==> src/rtl/two_level_masked_barrier_assert.svh <==
// ---------------------------------------------------------------------------
// Assertion macros for the two-level masked barrier
// Clocked, reset-qualified property checks used by the top-level barrier file.
// ---------------------------------------------------------------------------
`ifndef TWO_LEVEL_MASKED_BARRIER_ASSERT_SVH
`define TWO_LEVEL_MASKED_BARRIER_ASSERT_SVH

// Check an implication on every rising edge outside reset
`define TLMB_ASSERT(lbl, prop, msg) \
    lbl: assert property (@(posedge clk) disable iff (!rst_n) prop) else $error(msg);

// Check an implication on every rising edge, reset included
`define TLMB_ASSERT_ALWAYS(lbl, prop, msg) \
    lbl: assert property (@(posedge clk) prop) else $error(msg);

`endif

==> src/rtl/tlmb_pkg.sv <==
// ---------------------------------------------------------------------------
// Two-level masked barrier package
// Shared constants and controller-to-datapath command type.
// ---------------------------------------------------------------------------
package tlmb_pkg;

    // Default cluster geometry
    localparam int CORE_COUNT_DEF = 16;
    localparam int TILE_COUNT_DEF = 4;

    // Field widths fixed by the interface
    localparam int CORE_ID_W = 4;
    localparam int LANE_MASK_W = 4;
    localparam int TILE_PART_W = 4;
    localparam int WAKE_W = 16;
    localparam int COUNT_W = 5;
    localparam int CFG_DATA_W = 4;
    localparam int CFG_INDEX_W = 1;

    // Configuration register indexes
    localparam logic [CFG_INDEX_W-1:0] CFG_TILE_PART = 1'b0;
    localparam logic [CFG_INDEX_W-1:0] CFG_COUNT_MODE = 1'b1;

    // Reset and limit values
    localparam logic [TILE_PART_W-1:0] TILE_PART_RESET = 4'hF;
    localparam logic [TILE_PART_W-1:0] TILE_PART_ALL = 4'hF;
    localparam logic [COUNT_W-1:0] COUNT_MAX = 5'd31;

    // Operation codes
    localparam logic OP_READ = 1'b0;
    localparam logic OP_WRITE = 1'b1;

    // Commands from controller to datapath
    typedef struct packed {
        logic load;    // capture the accepted item
        logic commit;  // evaluate, update barrier state, load result
    } cmd_t;

endpackage

==> src/rtl/tlmb_ctrl.sv <==
// ---------------------------------------------------------------------------
// Barrier controller
// Sequences capture and evaluation of each item and owns the result valid.
// ---------------------------------------------------------------------------
module tlmb_ctrl (
    input  logic           clk,
    input  logic           rst_n,
    input  logic           in_valid,
    output logic           in_stall,
    output logic           out_valid,
    input  logic           out_stall,
    output tlmb_pkg::cmd_t cmd
);

    typedef enum logic {
        S_IDLE,
        S_EVAL
    } state_t;

    state_t state_reg, state_next;
    logic   out_valid_reg, out_valid_next;

    // Issue commands: evaluate only when the result slot is free or draining
    always_comb
    begin
        cmd.load   = (state_reg == S_IDLE) && in_valid;
        cmd.commit = (state_reg == S_EVAL) && (!out_valid_reg || !out_stall);
    end

    // Advance state and result valid
    always_comb
    begin
        state_next     = state_reg;
        out_valid_next = out_valid_reg;
        if (out_valid_reg && !out_stall)
        begin
            out_valid_next = 1'b0;
        end
        unique case (state_reg)
            S_IDLE:
            begin
                if (in_valid)
                begin
                    state_next = S_EVAL;
                end
            end
            S_EVAL:
            begin
                if (cmd.commit)
                begin
                    state_next     = S_IDLE;
                    out_valid_next = 1'b1;
                end
            end
        endcase
    end

    // Hold state and registered outputs
    always_ff @(posedge clk or negedge rst_n)
    begin
        if (!rst_n)
        begin
            state_reg     <= S_IDLE;
            out_valid_reg <= 1'b0;
        end
        else
        begin
            state_reg     <= state_next;
            out_valid_reg <= out_valid_next;
        end
    end

    assign in_stall  = (state_reg != S_IDLE);
    assign out_valid = out_valid_reg;

endmodule

==> src/rtl/tlmb_datapath.sv <==
// ---------------------------------------------------------------------------
// Barrier datapath
// Per-tile arrival and mask tracking, cluster completion and result register.
// ---------------------------------------------------------------------------
module tlmb_datapath #(
    parameter int CORE_COUNT = tlmb_pkg::CORE_COUNT_DEF,
    parameter int TILE_COUNT = tlmb_pkg::TILE_COUNT_DEF
) (
    input  logic                              clk,
    input  logic                              rst_n,
    input  tlmb_pkg::cmd_t                    cmd,
    input  logic [tlmb_pkg::CORE_ID_W-1:0]    core_id,
    input  logic                              op,
    input  logic [tlmb_pkg::LANE_MASK_W-1:0]  lane_mask,
    input  logic                              cfg_we,
    input  logic [tlmb_pkg::CFG_INDEX_W-1:0]  cfg_index,
    input  logic [tlmb_pkg::CFG_DATA_W-1:0]   cfg_data,
    output logic                              stalled,
    output logic                              released,
    output logic [tlmb_pkg::WAKE_W-1:0]       wake_cores,
    output logic [tlmb_pkg::COUNT_W-1:0]      arrival_count
);

    // Tiles collapse to one when they do not split the cores evenly
    localparam int EFF_TILES = ((CORE_COUNT % TILE_COUNT) == 0) ? TILE_COUNT : 1;
    localparam int LANES = CORE_COUNT / EFF_TILES;
    localparam int TW = (EFF_TILES > 1) ? $clog2(EFF_TILES) : 1;
    localparam int LW = (LANES > 1) ? $clog2(LANES) : 1;
    localparam int CW = (CORE_COUNT > 1) ? $clog2(CORE_COUNT) : 1;
    localparam int MW = LANES + tlmb_pkg::LANE_MASK_W;
    localparam int PW = EFF_TILES + tlmb_pkg::TILE_PART_W;
    localparam int WW = CORE_COUNT + tlmb_pkg::WAKE_W;

    // Captured item
    logic [tlmb_pkg::CORE_ID_W-1:0]   id_reg;
    logic                             op_reg;
    logic [tlmb_pkg::LANE_MASK_W-1:0] mask_reg;

    // Barrier state, flattened one bit per core or per tile
    logic [CORE_COUNT-1:0]            arrived_reg, arrived_next;
    logic [CORE_COUNT-1:0]            rmask_reg, rmask_next;
    logic [EFF_TILES-1:0]             open_reg, open_next;
    logic [EFF_TILES-1:0]             done_reg, done_next;
    logic [CORE_COUNT-1:0]            waiting_reg, waiting_next;
    logic [tlmb_pkg::COUNT_W-1:0]     cnt_reg, cnt_next;
    logic [tlmb_pkg::TILE_PART_W-1:0] tpart_reg, tpart_next;
    logic                             cmode_reg, cmode_next;

    // Result register
    logic                             stalled_reg, stalled_next;
    logic                             released_reg, released_next;
    logic [tlmb_pkg::WAKE_W-1:0]      wake_reg, wake_next;
    logic [tlmb_pkg::COUNT_W-1:0]     count_reg, count_next;

    // Evaluation terms
    logic                             in_range;
    logic [TW-1:0]                    tile_idx;
    logic [LW-1:0]                    lane_idx;
    logic [CW-1:0]                    core_idx;
    int                               base;
    logic [LANES-1:0]                 lane_full;
    logic [MW-1:0]                    mask_wide;
    logic [LANES-1:0]                 mask_ext;
    logic [LANES-1:0]                 req;
    logic [LANES-1:0]                 tile_arr;
    logic [LANES-1:0]                 new_arr;
    logic [LANES-1:0]                 eff_mask;
    logic                             tile_open;
    logic                             tile_complete;
    logic [PW-1:0]                    tpart_wide;
    logic [EFF_TILES-1:0]             cmask;
    logic [EFF_TILES-1:0]             done_new;
    logic                             cluster_done;
    logic [tlmb_pkg::COUNT_W-1:0]     cnt_inc;
    logic [WW-1:0]                    wake_wide;

    // Decode the captured item against the current state
    always_comb
    begin
        in_range   = (32'(id_reg) < CORE_COUNT);
        // Find the tile by comparing against each tile's first core
        tile_idx   = '0;
        for (int t = 1; t < EFF_TILES; t++)
            if (32'(id_reg) >= t * LANES)
                tile_idx = TW'(t);
        core_idx   = CW'(id_reg);
        base       = int'(tile_idx) * LANES;
        lane_idx   = LW'(32'(id_reg) - base);
        lane_full  = '1;
        mask_wide  = {{LANES{1'b0}}, mask_reg};
        mask_ext   = mask_wide[LANES-1:0];
        req        = lane_full;
        if (op_reg == tlmb_pkg::OP_WRITE && mask_ext != '0)
        begin
            req = mask_ext;
        end
        if (cmode_reg)
        begin
            req = lane_full;
        end
        tile_arr      = arrived_reg[base +: LANES];
        tile_open     = open_reg[tile_idx];
        eff_mask      = tile_open ? rmask_reg[base +: LANES] : req;
        new_arr       = tile_arr | (LANES'(1) << lane_idx);
        tile_complete = ((new_arr & eff_mask) == eff_mask);
        tpart_wide    = {{EFF_TILES{1'b0}}, tpart_reg};
        cmask         = cmode_reg ? {EFF_TILES{1'b1}} : tpart_wide[EFF_TILES-1:0];
        done_new      = done_reg | (EFF_TILES'(1) << tile_idx);
        cluster_done  = tile_complete && ((done_new & cmask) == cmask);
        cnt_inc       = (cnt_reg == tlmb_pkg::COUNT_MAX) ? cnt_reg : cnt_reg + 1'b1;
        wake_wide     = {{tlmb_pkg::WAKE_W{1'b0}}, waiting_reg};
    end

    // Apply register writes, and on commit update barrier state and form the result
    always_comb
    begin
        arrived_next  = arrived_reg;
        rmask_next    = rmask_reg;
        open_next     = open_reg;
        done_next     = done_reg;
        waiting_next  = waiting_reg;
        cnt_next      = cnt_reg;
        tpart_next    = tpart_reg;
        cmode_next    = cmode_reg;
        stalled_next  = stalled_reg;
        released_next = released_reg;
        wake_next     = wake_reg;
        count_next    = count_reg;

        if (cfg_we)
        begin
            unique case (cfg_index)
                tlmb_pkg::CFG_TILE_PART:  tpart_next = cfg_data[tlmb_pkg::TILE_PART_W-1:0];
                tlmb_pkg::CFG_COUNT_MODE: cmode_next = cfg_data[0];
            endcase
        end

        if (cmd.commit)
        begin
            stalled_next  = 1'b0;
            released_next = 1'b0;
            wake_next     = '0;
            count_next    = cnt_reg;
            if (in_range)
            begin
                if (cmode_reg)
                begin
                    tpart_next = tlmb_pkg::TILE_PART_ALL;
                end
                if (!tile_open)
                begin
                    rmask_next[base +: LANES] = req;
                    open_next[tile_idx]       = 1'b1;
                end
                if (!tile_complete)
                begin
                    // Tile still waiting on lanes
                    arrived_next[base +: LANES] = new_arr;
                    waiting_next[core_idx]      = 1'b1;
                    cnt_next                    = cnt_inc;
                    stalled_next                = 1'b1;
                    count_next                  = cnt_inc;
                end
                else
                begin
                    // Tile finished: clear its round and mark it done
                    arrived_next[base +: LANES] = '0;
                    open_next[tile_idx]         = 1'b0;
                    done_next                   = done_new;
                    if (!cluster_done)
                    begin
                        waiting_next[core_idx] = 1'b1;
                        cnt_next               = cnt_inc;
                        stalled_next           = 1'b1;
                        count_next             = cnt_inc;
                    end
                    else
                    begin
                        // Release every waiting core and drop the round
                        released_next = 1'b1;
                        wake_next     = wake_wide[tlmb_pkg::WAKE_W-1:0];
                        count_next    = '0;
                        cnt_next      = '0;
                        done_next     = '0;
                        waiting_next  = '0;
                    end
                end
            end
        end
    end

    // Hold barrier state and configuration
    always_ff @(posedge clk or negedge rst_n)
    begin
        if (!rst_n)
        begin
            arrived_reg <= '0;
            rmask_reg   <= '0;
            open_reg    <= '0;
            done_reg    <= '0;
            waiting_reg <= '0;
            cnt_reg     <= '0;
            tpart_reg   <= tlmb_pkg::TILE_PART_RESET;
            cmode_reg   <= 1'b0;
        end
        else
        begin
            arrived_reg <= arrived_next;
            rmask_reg   <= rmask_next;
            open_reg    <= open_next;
            done_reg    <= done_next;
            waiting_reg <= waiting_next;
            cnt_reg     <= cnt_next;
            tpart_reg   <= tpart_next;
            cmode_reg   <= cmode_next;
        end
    end

    // Capture the item and hold the result payload
    always_ff @(posedge clk)
    begin
        if (cmd.load)
        begin
            id_reg   <= core_id;
            op_reg   <= op;
            mask_reg <= lane_mask;
        end
        stalled_reg  <= stalled_next;
        released_reg <= released_next;
        wake_reg     <= wake_next;
        count_reg    <= count_next;
    end

    assign stalled       = stalled_reg;
    assign released      = released_reg;
    assign wake_cores    = wake_reg;
    assign arrival_count = count_reg;

endmodule

==> src/rtl/two_level_masked_barrier.sv <==
// ---------------------------------------------------------------------------
// Two-level masked barrier
// Tile-level lane barriers feeding a cluster barrier over participating tiles.
// ---------------------------------------------------------------------------
// Each item is one core's barrier arrival and yields exactly one result item.
// An item is captured, then evaluated to update the per-tile arrival and mask
// bits; no new item is taken until the last one is evaluated. The result sits
// in an output register, so the next item is captured while an earlier result
// waits to be taken; evaluation holds only while that register is still full
// and stalled. Barrier state and configuration clear at reset, with no clearing
// pass; the captured item and result payload are not reset. The user must see
// that configuration is written through cfg_we, cfg_index and cfg_data while no item is in flight; unenforced.
module two_level_masked_barrier #(
    parameter int CORE_COUNT = tlmb_pkg::CORE_COUNT_DEF,
    parameter int TILE_COUNT = tlmb_pkg::TILE_COUNT_DEF
) (
    input  logic                              clk,
    input  logic                              rst_n,
    input  logic                              in_valid,
    output logic                              in_stall,
    input  logic [tlmb_pkg::CORE_ID_W-1:0]    core_id,
    input  logic                              op,
    input  logic [tlmb_pkg::LANE_MASK_W-1:0]  lane_mask,
    output logic                              out_valid,
    input  logic                              out_stall,
    output logic                              stalled,
    output logic                              released,
    output logic [tlmb_pkg::WAKE_W-1:0]       wake_cores,
    output logic [tlmb_pkg::COUNT_W-1:0]      arrival_count,
    input  logic                              cfg_we,
    input  logic [tlmb_pkg::CFG_INDEX_W-1:0]  cfg_index,
    input  logic [tlmb_pkg::CFG_DATA_W-1:0]   cfg_data
);

    `include "two_level_masked_barrier_assert.svh"

    tlmb_pkg::cmd_t cmd;

    // Sequence capture and evaluation
    tlmb_ctrl u_ctrl (
        .clk       (clk),
        .rst_n     (rst_n),
        .in_valid  (in_valid),
        .in_stall  (in_stall),
        .out_valid (out_valid),
        .out_stall (out_stall),
        .cmd       (cmd)
    );

    // Track arrivals and form results
    tlmb_datapath #(
        .CORE_COUNT (CORE_COUNT),
        .TILE_COUNT (TILE_COUNT)
    ) u_datapath (
        .clk           (clk),
        .rst_n         (rst_n),
        .cmd           (cmd),
        .core_id       (core_id),
        .op            (op),
        .lane_mask     (lane_mask),
        .cfg_we        (cfg_we),
        .cfg_index     (cfg_index),
        .cfg_data      (cfg_data),
        .stalled       (stalled),
        .released      (released),
        .wake_cores    (wake_cores),
        .arrival_count (arrival_count)
    );

    // A release never stalls the core and always closes the round count
    `TLMB_ASSERT(a_release_clears, out_valid && released |-> !stalled && arrival_count == '0, "release with stall or nonzero count")

    // Cores are woken only by a release
    `TLMB_ASSERT(a_wake_needs_release, out_valid && !released |-> wake_cores == '0, "wake without release")

    // An accepted item blocks the input until it is evaluated
    `TLMB_ASSERT(a_accept_blocks, in_valid && !in_stall |=> in_stall, "input open right after accept")

endmodule

==> config.mk <==
export PLATFORM = sky130hd
export DESIGN_NAME = two_level_masked_barrier
export DESIGN_NICKNAME = d
export VERILOG_FILES = /design/src/rtl/tlmb_pkg.sv /design/src/rtl/tlmb_ctrl.sv /design/src/rtl/tlmb_datapath.sv /design/src/rtl/two_level_masked_barrier.sv
export VERILOG_INCLUDE_DIRS = /design/src /design/src/rtl
export SDC_FILE = /design/constraint.sdc
export NUM_CORES = 1
export LEC_CHECK = 0
export ABC_AREA = 0
export BUFFER_PORTS_ARGS = -buffer_cell sky130_fd_sc_hd__buf_4
export CAP_MARGIN = 20
export CORE_ASPECT_RATIO = 0.9
export CORE_MARGIN = 2
export CORE_UTILIZATION = 55
export CTS_CLUSTER_DIAMETER = 50
export CTS_CLUSTER_SIZE = 12
export DETAILED_ROUTE_END_ITERATION = 7
export GPL_ROUTABILITY_DRIVEN = 0
export PLACE_DENSITY = 0.85
export RECOVER_POWER = 25
export REMOVE_ABC_BUFFERS = 1
export SYNTH_ARGS = -nofsm -noshare
export SYNTH_HDL_FRONTEND = slang
export SYNTH_SLANG_ARGS = --single-unit
==> constraint.sdc <==
create_clock -name clk -period 3.2 [get_ports clk]
set_clock_uncertainty 0.15 [all_clocks]
set_input_delay 0.16 -clock clk [delete_from_list [all_inputs] [get_ports clk]]
set_output_delay 0.16 -clock clk [all_outputs]
set_load 0.01 [all_outputs]
==> metrics.yaml <==
status: "complete, but fails checks"
violations: "max-capacitance violations, max-slew violations"
synth_edf_count: 32
hold_ws_ps: 169
synthToLayoutAreaGrowth_pct: 15.7
clock_latency_ps: 370
initial_core_util_pct: 55.9
clk_pin_slew_ps: 100
slowest_delay_ps: 470
grt_max_degree: 69
diodes: 0
ant_nets: 0
wl_per_cell_um: 17.7
min_period_over_period_pct: 94.3
ys_seq_elements: 100
synth_cell_types: 57
ir_drop_v: 0.000602
synth_top_area_share_pct: 33.7
yosysWarnings: 0
synthCells: 424
rsz0062_at_grt: "no"
clock.fmax_mhz: 331
crit_buf_inv: 3
numCtsBuffers: 9
ios: 44
worstHoldPathType: "in2reg"
slowest_stage: "edfxtp_1"
final_area_mm2: 0.00549
die_h_um: 92.1
cts_num_sinks: 100
dr_total_vias: 3650
crit_path_start_kind: "flop"
max_cap_viol_count: 1
grt_pass1_wl_mm: 17.3
clockBufferDepth: 2
h-tree-depth: 3
synthArstFlopShare_pct: 68.0
yosys-top-cells-area: "dfrtp_1, edfxtp_1, a21oi_1, mux2i_1, nand2_1"
drc_errors: 0
grt-ovfl-total: 0
multi_input_area_mm2: 0.00189
dr.pass1.iters: 5
cp_max_fo: 16
drt-initial-drc-count: 312
period_needed_ps: 3020
port-buffer-count: 43
setup-tns-final_ps: 0
synth-seq-area-share_pct: 56.2
worstPathArrival_ps: 3000
regArea_mm2: 0.00267
final_nets: 513
fin_ws_ps: 182
worstMarginPinSlew_ps: 1650
netlist_area_mm2: 0.00475
place_area_mm2: 0.00517
worstPathRequired_ps: 3180
core_area_mm2: 0.00849
finalSetupViolCount: 0
critPathKind: "reg2reg"
die_area_mm2: 0.00939
dp_slack_ps: 156
root_buffer: "clkbuf_8"
synth_top_cell_by_area: "dfrtp_1"
grt_use_total_pct: 23.9
cts_tree: "done"
finalHoldViolCount: 0
path_cells: "inv_1, ha_2, buf_6, mux2i_1, nand2b_1, and2_1, a211o_1, nand4_4, nor2_8, buf_4, nor2_1"
drive_above_1_share_pct: 15.1
static-leakage-power_nw: 2.26
maxSlewViolCount: 69
routed_via_density: 5.99
worst_path_dominant_cell_family: "simple AND/OR/NAND/NOR gates"
dp_hpwl_mm: 7.23
grt_pass1_vias: 3551
fillers: 680
syn_avg_cell_area_um2: 11.2
synth_flop_cell: "dfrtp_1"
power.density_mw_per_mm2: 886
dieWidth_um: 102
end_kind: "flop"
rows: 32
antenna_found_initial: 0
fin_util_pct: 64.7
finalWirelength_mm: 10.8
slew_headroom_pct: -10.0
power breakdown:
group / switching, mW / internal (mW)
Sequential: 0.311 / 1.88
Combinational: 1.09 / 0.669
Clock: 0.458 / 0.453
Total: 1.86 / 3.01
final cells by class:
| cell class | count | area share, % |
|---|---|---|
| clock buffers | 9 | 2.26 |
| multi-input cells | 291 | 34.4 |
| flip-flops and latches | 100 | 48.6 |
| inverters | 9 | 0.615 |
| clock inverters | 7 | 1.91 |
| repair buffers | 74 | 9.48 |
| well taps | 119 | 2.71 |
stage by stage:
stage / power [mW] / std cells
finish: 4.86 / 609
floorplan: 3.32 / 400
global placement: 3.88 / 575
global route: 5.14 / 609
detailed placement: 3.99 / 575
CTS: 4.92 / 609
path summary, 6_finish.rpt:
kind	startpoint	endpoint	slack, ps	cells past startpoint
max reg2reg	u_datapath.core_idx[3]	u_datapath.arrival_count[4]	180	11
max	u_datapath.core_idx[3]	u_datapath.arrival_count[4]	180	11
min reg2reg	u_datapath.rmask_reg[13]	u_datapath.rmask_reg[13]	350	2
max in group asynchronous	rst_n	u_datapath.rmask_reg[2]	1320	2
min	cfg_we	u_datapath.tpart_reg[0]	170	4
min in group asynchronous	rst_n	u_datapath.rmask_reg[13]	590	2
metal layers:
metal | vias up | wire, um | global-route usage, %
met2 | 195 | 5130 | 37.9
met1 | 1765 | 4640 | 32.3
met3 | 33 | 785 | 5.18
met4 | 0 | 253 | 9.11
met5 | - | 0 | 0
li1 | 1657 | - | -
synthesized netlist by cell type, types with 8 or more instances:
cell type,number
a21oi_1,46
a22o_1,11
nand3_1,14
nor2_1,27
edfxtp_1,32
nor2b_1,8
nor3_1,11
nand2_1,39
ha_1,9
mux2i_1,17
and2_1,20
dfrtp_1,64
o21ai_0,10
inv_1,9
worst register-to-register path: stages, from the launching register on:
cell and delay (ps):
edfxtp_1 470, inv_1 160, ha_2 250, buf_6 210, mux2i_1 260, nand2b_1 210, and2_1 240, a211o_1 200
nand4_4 210, nor2_8 150, buf_4 200, nor2_1 70
what timing repair did:
action                                  CTS  global route
endpoints found under the setup margin    0            31
hold buffers                             18             0
setup buffers                             0             0
hold endpoints to repair                 80             0
resized for setup                         0             4
logic make-up (layout without fill, tap and decap cells):
| kind of cell | Yosys count | in the layout | synth area share (%) |
|---|---|---|---|
| AO/OA/AOI/OAI | 111 | 111 | 15.9 |
| AND/OR/NAND/NOR | 150 | 150 | 17.0 |
| adder cells (fa/ha/maj) | 9 | 9 | 2.37 |
| XOR/XNOR | 2 | 2 | 0.369 |
| buffers and inverters | 33 | 99 | 4.11 |
| flip-flops | 100 | 100 | 56.2 |
| multiplexers | 19 | 19 | 4.06 |
layout by cell type (no fill, tap or decap), types with 5 or more instances in the layout:
| cell | synthesis | routed |
|---|---|---|
| a2bb2oi_1 | 5 | 5 |
| o21ai_1 | 7 | 7 |
| nand3_1 | 14 | 14 |
| o21ai_0 | 10 | 10 |
| buf_4 | 5 | 19 |
| nor2b_1 | 8 | 8 |
| clkbuf_1 | 7 | 25 |
| nor2_1 | 27 | 27 |
| clkbuf_8 | 0 | 9 |
| nor3_1 | 11 | 11 |
| dlygate4sd3_1 | 0 | 18 |
| and3_1 | 6 | 6 |
| clkbuf_4 | 0 | 9 |
| edfxtp_1 | 32 | 32 |
| and2_1 | 20 | 20 |
| ha_1 | 9 | 6 |
| a22o_1 | 11 | 11 |
| dfrtp_1 | 64 | 64 |
| o31ai_1 | 7 | 7 |
| o41ai_1 | 5 | 5 |
| mux2i_1 | 17 | 17 |
| nand2_1 | 39 | 39 |
| inv_1 | 9 | 8 |
| a21oi_1 | 46 | 46 |
No activity file was read; power rests on OpenSTA's default activity.
